**config.mk**
```make
export PLATFORM = sky130hd
export DESIGN_NAME = olpe_cell
export DESIGN_NICKNAME = d
export VERILOG_FILES = /design/src/hdl/ordered_list_positional_edit_defines.svh /design/src/hdl/olpe_pkg.sv /design/src/hdl/olpe_cell.sv
export SDC_FILE = /design/constraint.sdc
export NUM_CORES = 1
export LEC_CHECK = 0
export BUFFER_PORTS_ARGS = -buffer_cell sky130_fd_sc_hd__buf_2
export CAP_MARGIN = 20
export CORE_UTILIZATION = 50
export DETAILED_ROUTE_END_ITERATION = 7
export PLACE_DENSITY_LB_ADDON = 0.08
export SYNTH_ARGS = -nofsm -noshare
export SYNTH_HDL_FRONTEND = slang
export SYNTH_SLANG_ARGS = --single-unit
```
**constraint.sdc**
```tcl
create_clock -name clk_i -period 7.6 [get_ports clk_i]
set_clock_uncertainty 0.05 [all_clocks]
set_input_delay 0.38 -clock clk_i [delete_from_list [all_inputs] [get_ports clk_i]]
set_output_delay 0.38 -clock clk_i [all_outputs]
set_load 0.02 [all_outputs]
```
**src/hdl/ordered_list_positional_edit_defines.svh**
```systemverilog
// ----------------------------------------------------------------------------
// Ordered list assertion macros
// Shared assertion shorthands for the positional edit list block.
// ----------------------------------------------------------------------------
`ifndef ORDERED_LIST_POSITIONAL_EDIT_DEFINES_SVH
`define ORDERED_LIST_POSITIONAL_EDIT_DEFINES_SVH

// A property checked at every rising clock edge outside reset.
`define OLPE_ASSERT(lbl, prop, msg) \
  lbl: assert property (@(posedge clk_i) disable iff (!rst_ni) (prop)) else $error(msg);

// A consequence that must hold in the cycle after its antecedent.
`define OLPE_ASSERT_NEXT(lbl, ante, cons, msg) \
  lbl: assert property (@(posedge clk_i) disable iff (!rst_ni) (ante) |=> (cons)) \
    else $error(msg);

`endif

```
**src/hdl/olpe_pkg.sv**
```systemverilog
// ----------------------------------------------------------------------------
// Ordered list package
// Sizes, codes and the cell command type of the positional edit list.
// ----------------------------------------------------------------------------
package olpe_pkg;

  localparam int LIST_DEPTH = 64;
  localparam int CNT_W      = $clog2(LIST_DEPTH + 1);
  localparam int FUNC_W     = 3;
  localparam int POS_W      = 7;
  localparam int DATA_W     = 32;
  localparam int STATUS_W   = 2;
  // Positions and counts are compared at this common width.
  localparam int CMP_W      = (CNT_W > POS_W) ? CNT_W : POS_W;

  localparam int GRP_SIZE   = 8;
  localparam int NUM_GRP    = (LIST_DEPTH + GRP_SIZE - 1) / GRP_SIZE;

  localparam int S_FIELDS_W = FUNC_W + POS_W + DATA_W;
  localparam int M_FIELDS_W = STATUS_W + 2 * DATA_W + POS_W;
  localparam int S_TDATA_W  = ((S_FIELDS_W + 7) / 8) * 8;
  localparam int M_TDATA_W  = ((M_FIELDS_W + 7) / 8) * 8;

  typedef enum logic [FUNC_W-1:0] {
    FN_INS_FRONT = 3'd0,
    FN_INS_BACK  = 3'd1,
    FN_INS_AT    = 3'd2,
    FN_DEL_FRONT = 3'd3,
    FN_DEL_BACK  = 3'd4,
    FN_DEL_AT    = 3'd5
  } func_e;

  typedef enum logic [STATUS_W-1:0] {
    ST_DONE   = 2'd0,
    ST_EMPTY  = 2'd1,
    ST_BADPOS = 2'd2,
    ST_FULL   = 2'd3
  } status_e;

  typedef enum logic [3:0] {
    S_IDLE = 4'b0001,
    S_RED  = 4'b0010,
    S_FIN  = 4'b0100,
    S_OUT  = 4'b1000
  } state_e;

  // Command broadcast to every cell of the chain.
  typedef struct packed {
    logic             ins;
    logic             del;
    logic [CMP_W-1:0] pos;
  } cell_cmd_t;

endpackage

```
**src/hdl/olpe_cell.sv**
```systemverilog
// ----------------------------------------------------------------------------
// Ordered list cell
// Holds one element and shifts with its neighbours on insert and delete.
// ----------------------------------------------------------------------------
module olpe_cell
  import olpe_pkg::*;
(
  input  logic              clk_i,
  input  cell_cmd_t         cmd_i,
  input  logic [DATA_W-1:0] value_i,
  input  logic [CMP_W-1:0]  idx_i,
  input  logic [CNT_W-1:0]  count_i,
  input  logic [DATA_W-1:0] left_i,
  input  logic [DATA_W-1:0] right_i,
  output logic [DATA_W-1:0] data_o,
  output logic [DATA_W-1:0] tap_o
);

  logic [DATA_W-1:0] data_q, data_d;
  logic              tail;

  always_comb begin
    data_d = data_q;
    if (cmd_i.ins) begin
      if (idx_i > cmd_i.pos) begin
        data_d = left_i;
      end else if (idx_i == cmd_i.pos) begin
        data_d = value_i;
      end
    end else if (cmd_i.del) begin
      if (idx_i >= cmd_i.pos) begin
        data_d = right_i;
      end
    end
  end

  always_ff @(posedge clk_i) begin
    data_q <= data_d;
  end

  // The cell holding the last element presents it to the back value tree.
  assign tail   = (CMP_W'(count_i) == idx_i + CMP_W'(1));
  assign data_o = data_q;
  assign tap_o  = tail ? data_q : '0;

endmodule

```
==> results of run 1 <==
==> layer usage <==
layer	vias to the layer above	part of all wire, %	track usage, %
li1	1853	-	-
met1	1812	41	35.3
met2	206	50	51.9
met3	24	7.2	3.43
met4	0	2.6	11.1
met5	-	0	0
==> cells in the mapped netlist <==
library cell / instances / area share [%]
o22a_1: 1 / 0.25
o21bai_1: 1 / 0.21
buf_4: 3 / 0.63
nand2_1: 35 / 3.7
nand3_1: 3 / 0.42
and3_1: 1 / 0.18
xor2_1: 3 / 0.74
nor2_1: 36 / 3.8
a21boi_0: 20 / 4.2
a21oi_1: 4 / 0.56
and3b_1: 1 / 0.25
nand2_2: 1 / 0.18
nor3_1: 1 / 0.14
o21ai_0: 3 / 0.42
and4_1: 2 / 0.49
a41oi_1: 32 / 7.9
inv_1: 39 / 4.1
o21ai_2: 1 / 0.25
a21o_1: 1 / 0.21
o21ai_1: 31 / 4.3
nand4_1: 1 / 0.18
nor4_1: 2 / 0.35
and2_1: 1 / 0.18
buf_2: 7 / 0.98
xnor2_1: 4 / 0.98
clkbuf_1: 25 / 2.6
a21boi_1: 12 / 2.5
nor3b_1: 32 / 6.7
buf_1: 1 / 0.11
nor4_2: 30 / 11
o211a_1: 2 / 0.56
nand4b_1: 1 / 0.25
buf_6: 6 / 1.9
ha_1: 8 / 2.8
edfxtp_1: 32 / 27
mux2i_1: 32 / 9.0
or3_1: 1 / 0.18
a2111o_1: 1 / 0.32
==> worst max-delay path by stage <==
stage / end / depth (start not counted)
3_3_place_gp: data_o[31] / 6
6_report: tap_o[31] / 7
2_1_floorplan: data_o[0] / 8
3_5_place_dp: data_o[3] / 6
5_1_grt: tap_o[0] / 7
4_1_cts: data_o[3] / 6
==> logic make-up after synthesis <==
logic type | count (synthesis)
AND/OR/NAND/NOR | 148
AO/OA/AOI/OAI | 109
buffers and inverters | 81
multiplexers | 32
flip-flops | 32
adder cells (fa/ha/maj) | 8
XOR/XNOR | 7
==> power groups by stage <==
| stage | clock network, W | logic, W | registers (W) |
|---|---|---|---|
| after floorplan | 0 | 0.000154 | 0.000285 |
| after global placement | 0 | 0.000274 | 0.000251 |
| after detailed placement | 0 | 0.000280 | 0.000252 |
| after CTS | 0.000169 | 0.000281 | 0.000248 |
| after global routing | 0.000172 | 0.000311 | 0.000251 |
| final | 0.000167 | 0.000286 | 0.000248 |
==> worst max-delay path: cells and delay by family <==
kind | cells | cell delay [ns]
adder cells (fa/ha/maj) | 1 | 0.31
buffers and inverters | 2 | 0.34
AO/OA/AOI/OAI | 1 | 0.81
XOR/XNOR | 1 | 0.18
AND/OR/NAND/NOR | 2 | 0.34
==> through the flow <==
step	area, µm²	hold WS, ns	util [%]	power, W
2_1_floorplan	3570	0.605	-	0.000438
3_3_place_gp	4450	0.705	65.2	0.000525
3_5_place_dp	4450	0.703	65.2	0.000531
4_1_cts	4560	0.412	66.8	0.000698
5_1_grt	4630	0.429	67.8	0.000734
6_report	4630	0.408	67.8	0.000702
==> cell type report <==
| class | instances | area (µm²) | area share (%) |
|---|---|---|---|
| Clock inverter | 2 | 35.0 | 0.756 |
| Multi-Input combinational cell | 304 | 2260 | 48.7 |
| Tap cell | 96 | 120 | 2.59 |
| Timing Repair Buffer | 194 | 1040 | 22.5 |
| Sequential cell | 32 | 961 | 20.7 |
| Inverter | 39 | 146 | 3.16 |
| Clock buffer | 6 | 72.6 | 1.57 |
==> summary.md, run 1 <==
| Metric | Value |
|---|---|
| Outcome | `complete, no violations` |
| CP endpoint kind | `primary output` |
| Mapped Cells | `417` |
| Port-buffer cells | `183` |
| Slowest stage delay, CP | `0.81 ns` |
| Total track usage | `28.9%` |
| Switching part of the total | `37.6%` |
| Nets | `704` |
| Hold crit path type | `input pin to flop` |
| Clock share of power | `23.8%` |
| Die height | `86.5 µm` |
| ANT cells | `0` |
| Post-CTS Setup Bufs | `0` |
| Vias | `3,895` |
| Post-synthesis mux area share | `8.98%` |
| Complex-gate fraction of the synthesized area | `21.7%` |
| Distinct cells, synth | `38` |
| Syn Nets | `545` |
| Cts repair resizes | `0` |
| CTS tree | `yes` |
| Via-per-instance ratio | `5.79` |
| Commonest non-fill, non-tap cell in the layout | `buf_2` |
| Post-route setup TNS | `0 ns` |
| WL final | `11,100 µm` |
| Dpl cells | `661` |
| Final Non-Filler Cells | `673` |
| First-pass GRT wire length | `17,100 µm` |
| Fill count | `629` |
| Synth Area in XOR/XNOR | `1.72%` |
| Slowest CP cell | `a2111o_2` |
| Leakage power | `2.03 nW` |
| Initial drt markers | `293` |
| Clock-pin slew on the worst setup and hold paths | `0.08 ns` |
| YS warnings | `0` |
| Pin count of the biggest net entering global routing | `66` |
| Hold Path Sink | `data_o[17]` |
| Drt pass-1 iters | `5` |
| FP Rows | `30` |
| CTS Sinks | `32` |
| Final HPWL DP | `7540 µm` |
| Pint | `0.000438 W` |
| Drt drc | `0` |
| Initial core utilization | `52.2%` |
| Core Footprint | `0.00683 mm²` |
| Data arrival time of the worst path | `2.38 ns` |
| Worst Max-Slew Pin Slew | `0.918 ns` |
| Final Hold Violating Endpoints | `0` |
| Fin crit share | `36.9%` |
| Comb power frac | `40.8%` |
| GPL Wtd Cong | `0.863` |
| Worst Path Class, Setup | `input pin to primary output` |
| Critical-path cell list | `buf_2 -> ha_1 -> xnor2_1 -> nand2_2 -> a2111o_2 -> nor4_1 -> buf_2` |
| Post-synthesis sequential area ratio | `26.9%` |
| Die X | `86.5 µm` |
| DR WL/cell | `16.5 µm` |
| Worst VDD drop | `0.103 mV` |
| Final antenna-violating net count | `0` |
| Clock buffer depth | `2` |
| Syn-to-layout area delta | `29.9%` |
| Critical path peak fanout | `32` |
| Io pins | `184` |
| Flop pwr share | `35.4%` |
| Pwr dens | `151 mW/mm²` |
| DP Worst Slack | `4.19 ns` |
| Max_cap viols | `0` |
| WHS Path Cells | `3` |
| Hold_buf cts | `0` |
| Die area | `0.00748 mm²` |
| Avg Synthesized Cell Area | `8.55 µm²` |
| Simple-Gate Fraction of Synth Area | `27.5%` |
| Highest-count cells in the layout ignoring fill and taps | `buf_2, inv_1, nand2_1, nor2_1` |
| Clock root cell | `clkbuf_8` |
| Gr ovfl total | `0` |
| Startpoint Class | `input pin` |
| Top cell by count, worst path | `buf_2` |
| Max-slew headroom | `38.8%` |
| RSZ-0062 raised after global routing | `false` |
| Slew Limit Fails | `0` |
| Max reg flops | `32` |
| Final Critical Period | `2.81 ns` |
| Vias in the first global route | `3,694` |
| Synth Cell Area | `0.00357 mm²` |
| Main combinational cell family by area after synthesis | `simple AND/OR/NAND/NOR gates` |
| Layout cells sized above 1 | `41.1%` |
| Final Worst Setup Slack | `4.79 ns` |
| Crit. Startpoint | `idx_i[0]` |
| Hold Crit Start | `right_i[17]` |
| #FFs+latches synth | `32` |
| TritonCTS Buffers | `5` |
| NetSw | `0.000264 W` |
| Worst Path Required | `7.17 ns` |
| Max Clock Freq | `356 MHz` |
| Initial antenna violation count | `0` |
| H-tree depth | `2` |
| Setup-failing EPs final | `0` |
| Synth Area in Adders | `2.81%` |
Power figures use the tool's default switching activity.
==> run 2: changes to the inputs <==
Settings changed: CORE_UTILIZATION 50 to 42.
Clock period 7.6 ns to 2.35 ns, I/O delays scaled along.
==> run 2 against run 1 <==
Net effect: cell area grew 0.62%; combinational power grew to 3.3 times the previous value; die area grew 19%; via count shrank 0.31%; global-route usage shrank 3.1 points; highest routed layer is now met5; sequential share of layout area shrank 0.13 points; sequential power grew to 3.2 times the previous value; worst hold slack lost 0.24 ns; clock power grew 150%; sequential cell count is the same.
==> summary.md, run 2 (same netlist as run 1, synthesis figures left out) <==
| Metric | Value |
|---|---|
| Core Footprint | `0.00822 mm² (+20%)` |
| Vias | `3,883 (-0.31%)` |
| Final Critical Period | `2.01 ns` |
| Final HPWL DP | `8260 µm (+9.6%)` |
| Worst VDD drop | `0.177 mV (+71%)` |
| Initial drt markers | `308 (+5.1%)` |
| Critical path peak fanout | `32 (unchanged)` |
| Setup-failing EPs final | `0 (unchanged)` |
| Initial core utilization | `43.4% (-8.8 points)` |
| Final antenna-violating net count | `0 (unchanged)` |
| Fin crit share | `85.3%` |
| Die area | `0.00887 mm² (+19%)` |
| Drt drc | `0 (unchanged)` |
| Worst Max-Slew Pin Slew | `0.773 ns (-0.145 ns)` |
| Pwr Total | `0.00215 W (+210%)` |
| Final Worst Setup Slack | `0.344 ns (-4.45 ns)` |
| Leakage power | `2.05 nW (+1.0%)` |
| Crit. Startpoint | `idx_i[0]` |
| Nets | `712 (+1.1%)` |
| Io pins | `184 (unchanged)` |
| DP Worst Slack | `0.271 ns (-3.91 ns)` |
| Drt pass-1 iters | `5 (unchanged)` |
| Commonest non-fill, non-tap cell in the layout | `buf_2` |
| CP endpoint kind | `primary output` |
| Hold crit path type | `input pin to flop` |
| Slew Limit Fails | `0 (unchanged)` |
| Critical path endpoint | `tap_o[31]` |
| Total track usage | `25.8% (-3.1 points)` |
| Die height | `94.2 µm (+8.9%)` |
| H-tree depth | `2 (unchanged)` |
| Cell Area, Placed | `0.00458 mm² (+2.8%)` |
| Max Clock Freq | `499 MHz` |
| Outcome | `complete, no violations` |
| Final Cell Area | `0.00466 mm² (+0.62%)` |
| Clock-pin slew on the worst setup and hold paths | `0.07 ns (about the same)` |
| Post-CTS Setup Bufs | `0 (unchanged)` |
| Highest-count cells in the layout ignoring fill and taps | `buf_2, inv_1, nand2_1, nor2_1` |
| Initial antenna violation count | `2 (+2)` |
| Port-buffer cells | `183 (unchanged)` |
| WHS Path Cells | `3 (unchanged)` |
| Cts repair resizes | `0 (unchanged)` |
| CTS Sinks | `32 (unchanged)` |
| Worst Path Class, Setup | `input pin to primary output` |
| Final Hold Violating Endpoints | `0 (unchanged)` |
| FP Rows | `33 (+10%)` |
| WL final | `11,600 µm (+4.0%)` |
| Die X | `94.2 µm (+8.9%)` |
| Hold_buf cts | `0 (unchanged)` |
| Top cell by count, worst path | `buf_2` |
| Max-slew headroom | `48.5% (+9.7 points)` |
| Worst Path Buf+Inv | `3 (+1)` |
| Max_cap viols | `0 (unchanged)` |
| First-pass GRT wire length | `17,800 µm (+4.4%)` |
| GPL Wtd Cong | `0.805 (-6.7%)` |
| RSZ-0062 raised after global routing | `false` |
| Pwr dens | `461 mW/mm² (+200%)` |
| Data arrival time of the worst path | `1.84 ns (-0.54 ns)` |
| Via-per-instance ratio | `5.62 (-2.9%)` |
| Clock buffer depth | `2 (unchanged)` |
| CTS tree | `yes` |
| Slowest CP cell | `a2111o_2` |
| Startpoint Class | `input pin` |
| Syn-to-layout area delta | `30.7%` |
| Max reg flops | `32 (unchanged)` |
| Layout cells sized above 1 | `41.5% (+0.46 points)` |
| Post-route setup TNS | `0 ns (unchanged)` |
| Slowest stage delay, CP | `0.46 ns (-0.35 ns)` |
| Top cell family by delay on the critical path | `buffers and inverters` |
| Clock root cell | `clkbuf_8` |
| Vias in the first global route | `3,782 (+2.4%)` |
| DR WL/cell | `16.7 µm (+1.3%)` |
| WP depth | `8 (+1)` |
| Critical-path cell list | `buf_2 -> ha_1 -> xnor2_1 -> nand2_2 -> a2111o_2 -> buf_12 -> nor4_1 -> buf_2` |
| Gr ovfl total | `0 (unchanged)` |
| Worst Path Required | `2.18 ns (-4.99 ns)` |
| Pin count of the biggest net entering global routing | `65 (-1.5%)` |
| TritonCTS Buffers | `5 (unchanged)` |
==> run 2: changes by cell type in the layout (fill, tap and decap cells not counted), sizes merged <==
cell,before,now
buf,194,202
bufinv,1,0
clkbuf,6,7
diode,0,1
==> run 2: metrics by stage <==
| stage | instances | utilization, % | hold slack (ns) |
|---|---|---|---|
| 4_1_cts | 690 | 56.7 | 0.158 |
| 5_1_grt | 691 | 56.7 | 0.164 |
| 6_report | 691 | 56.7 | 0.164 |
| 3_3_place_gp | 682 | 55.7 | 0.449 |
| 2_1_floorplan | 417 | - | 0.343 |
| 3_5_place_dp | 682 | 55.7 | 0.444 |
==> run 2: worst min-delay path by stage <==
stage	startpoint	end	slack, ns
final	right_i[8]	data_o[8]	0.16
after global routing	right_i[20]	data_o[20]	0.16
after CTS	right_i[20]	data_o[20]	0.16
after detailed placement	right_i[20]	data_o[20]	0.44
after global placement	right_i[21]	data_o[21]	0.45
after floorplan	right_i[10]	data_o[10]	0.34
==> run 2: per-layer routing <==
layer | track usage, % | wire length [µm]
met1 | 32.2 | 4850
met2 | 45.5 | 5650
met3 | 4.69 | 925
met4 | 6.41 | 125
met5 | 0 | 10
==> run 2: area by class of cell <==
cell class,instances,area (µm²)
Antenna cell,1,2.50
Clock buffer,7,76.3
Clock inverter,1,3.75
Fill cell,780,3550
Inverter,39,146
Multi-Input combinational cell,304,2260
Sequential cell,32,961
Tap cell,105,131
Timing Repair Buffer,202,1080
==> run 2: report_power, final <==
group	internal, W	leakage [nW]	switching [W]
logic	0.000360	1.70	0.000578
clock network	0.000206	0.0399	0.000206
registers	0.000751	0.310	0.0000496
total	0.00132	2.05	0.000834
==> run 3: changes to the inputs <==
==> constraint.sdc (replaced) <==
create_clock -name clk_i -period 2.35 [get_ports clk_i]
set_clock_uncertainty 0.05 [all_clocks]
set_input_delay 0.235 -clock clk_i [delete_from_list [all_inputs] [get_ports clk_i]]
set_output_delay 0.235 -clock clk_i [all_outputs]
set_load 0.02 [all_outputs]
==> run 3 against run 2 <==
Net effect: total power increased by 1.9%; critical path depth unchanged; sequential share of layout area decreased by 0.58 points; worst hold slack improved by 0.099 ns; non-clock buffer count increased by 9; combinational power increased by 4.7%; via count increased by 0.72%; global-route usage increased by 0.51 points; clock power about the same; sequential power about the same; first-iteration DRC count decreased by 23%; worst setup slack got worse by 0.25 ns; largest cell class unchanged.
==> summary.md, run 3 (same netlist as run 1, synthesis figures left out) <==
| Metric | Value |
|---|---|
| Layout cells sized above 1 | `43.0% (+1.5 points)` |
| Worst Max-Slew Pin Slew | `0.548 ns (-0.225 ns)` |
| Vias | `3,911 (+0.72%)` |
| Drt pass-1 iters | `5 (unchanged)` |
| CP endpoint kind | `primary output` |
| Via-per-instance ratio | `5.60 (-0.29%)` |
| ANT cells | `0 (-1)` |
| Total track usage | `26.4% (+0.51 points)` |
| Hold crit path type | `input pin to flop` |
| Max reg flops | `32 (unchanged)` |
| TritonCTS Buffers | `5 (unchanged)` |
| Pin count of the biggest net entering global routing | `33 (-49%)` |
| First-pass GRT wire length | `18,300 µm (+2.5%)` |
| Utilization after layout | `58.4% (+1.6 points)` |
| Final HPWL DP | `8560 µm (+3.6%)` |
| CTS Sinks | `32 (unchanged)` |
| RSZ-0062 raised after global routing | `true` |
| Final Hold Violating Endpoints | `0 (unchanged)` |
| Initial core utilization | `43.4% (unchanged)` |
| Drt drc | `0 (unchanged)` |
| Max Clock Freq | `444 MHz (-11%)` |
| Highest-count cells in the layout ignoring fill and taps | `buf_2, inv_1, nand2_1, nor2_1` |
| DR WL/cell | `16.5 µm (-1.6%)` |
| Top cell by count, worst path | `buf_2` |
| Outcome | `complete, no violations` |
| Post-CTS Setup Bufs | `0 (unchanged)` |
| Die height | `94.2 µm (unchanged)` |
| Initial drt markers | `236 (-23%)` |
| Max-slew headroom | `63.5% (+15 points)` |
| FP Rows | `33 (unchanged)` |
| Die X | `94.2 µm (unchanged)` |
| Final antenna-violating net count | `0 (unchanged)` |
| Io pins | `184 (unchanged)` |
| Port-buffer cells | `183 (unchanged)` |
| Worst Path Class, Setup | `input pin to primary output` |
| Die area | `0.00887 mm² (unchanged)` |
| Worst VDD drop | `0.259 mV (+47%)` |
| Syn-to-layout area delta | `34.5%` |
| Max_cap viols | `0 (unchanged)` |
| Setup-failing EPs final | `0 (unchanged)` |
| Worst Path Required | `2.07 ns (-0.11 ns)` |
| Final Critical Period | `2.25 ns (+0.248 ns)` |
| WL final | `11,500 µm (-0.64%)` |
| Core Footprint | `0.00822 mm² (unchanged)` |
| Data arrival time of the worst path | `1.97 ns (+0.13 ns)` |
| Fin crit share | `95.9% (+11 points)` |
| Commonest non-fill, non-tap cell in the layout | `buf_2` |
| Pwr dens | `457 mW/mm² (-1.0%)` |
| Top cell family by delay on the critical path | `buffers and inverters` |
| Worst Path Buf+Inv | `3 (unchanged)` |
| Gr ovfl total | `0 (unchanged)` |
| Vias in the first global route | `3,933 (+4.0%)` |
| H-tree depth | `2 (unchanged)` |
| Critical-path cell list | `buf_2 -> ha_1 -> xnor2_2 -> nand2_2 -> a2111o_2 -> buf_12 -> nor4_1 -> buf_2` |
| Clock-pin slew on the worst setup and hold paths | `0.07 ns (about the same)` |
| Leakage power | `2.11 nW (+3.0%)` |
| Clock buffer depth | `2 (unchanged)` |
| Startpoint Class | `input pin` |
| Slowest stage delay, CP | `0.49 ns (+0.03 ns)` |
| Initial antenna violation count | `0 (-2)` |
| Nets | `721 (+1.3%)` |
| Hold slack | `0.263 ns (+0.0989 ns)` |
| CTS tree | `yes` |
| Clock root cell | `clkbuf_8` |
| Critical path peak fanout | `22 (-31%)` |
| Post-route setup TNS | `0 ns (unchanged)` |
| Slew Limit Fails | `0 (unchanged)` |
| Slowest CP cell | `a2111o_2` |
| GPL Wtd Cong | `0.829 (+3.0%)` |
run 3: final timing paths:
kind / depth (start not counted) / slack (ns) / to / startpoint
worst max-delay path: 8 / 0.1 / tap_o[31] / idx_i[0]
worst min-delay path: 3 / 0.26 / data_o[1] / right_i[1]
run 3: per-stage QoR:
step | instance area, µm² | power (W) | worst slack (ns) | cells
6_report | 4800 | 0.00219 | 0.0969 | 698
4_1_cts | 4730 | 0.00218 | 0.0762 | 697
3_5_place_dp | 4650 | 0.00178 | 0.0787 | 690
2_1_floorplan | 3570 | 0.00142 | 0.140 | 417
3_3_place_gp | 4650 | 0.00176 | 0.125 | 690
5_1_grt | 4800 | 0.00231 | 0.00790 | 698
run 3: report_power, final:
group / switching, W / total [W] / internal, W
logic: 0.000594 / 0.000983 / 0.000389
clock network: 0.000209 / 0.000411 / 0.000201
registers: 0.0000479 / 0.000797 / 0.000749
run 3: layout make-up:
type                            instances  area, µm²
Fill cell                             772       3420
Clock buffer                            6       72.6
Tap cell                              105        131
Timing Repair Buffer                  211       1190
Inverter                               39        146
Sequential cell                        32        961
Multi-Input combinational cell        304       2290
Clock inverter                          1       5.00
run 3: worst min-delay path, delay by kind of cell:
kind | cells | cell delay [ns]
buffers and inverters | 1 | 0.07
AO/OA/AOI/OAI | 1 | 0.14
AND/OR/NAND/NOR | 1 | 0.03
run 3: timing repair:
action,CTS,global route
hold buffers,0,0
endpoints found under the setup margin,0,14
gates resized for setup,0,10
run 3: routing by layer:
metal	up-vias	track usage (%)	wire [µm]
met3	14	4.37	768
met1	1837	32.4	4960
met4	0	8.46	109
met5	-	0	0
li1	1893	-	-
met2	167	46.3	5660
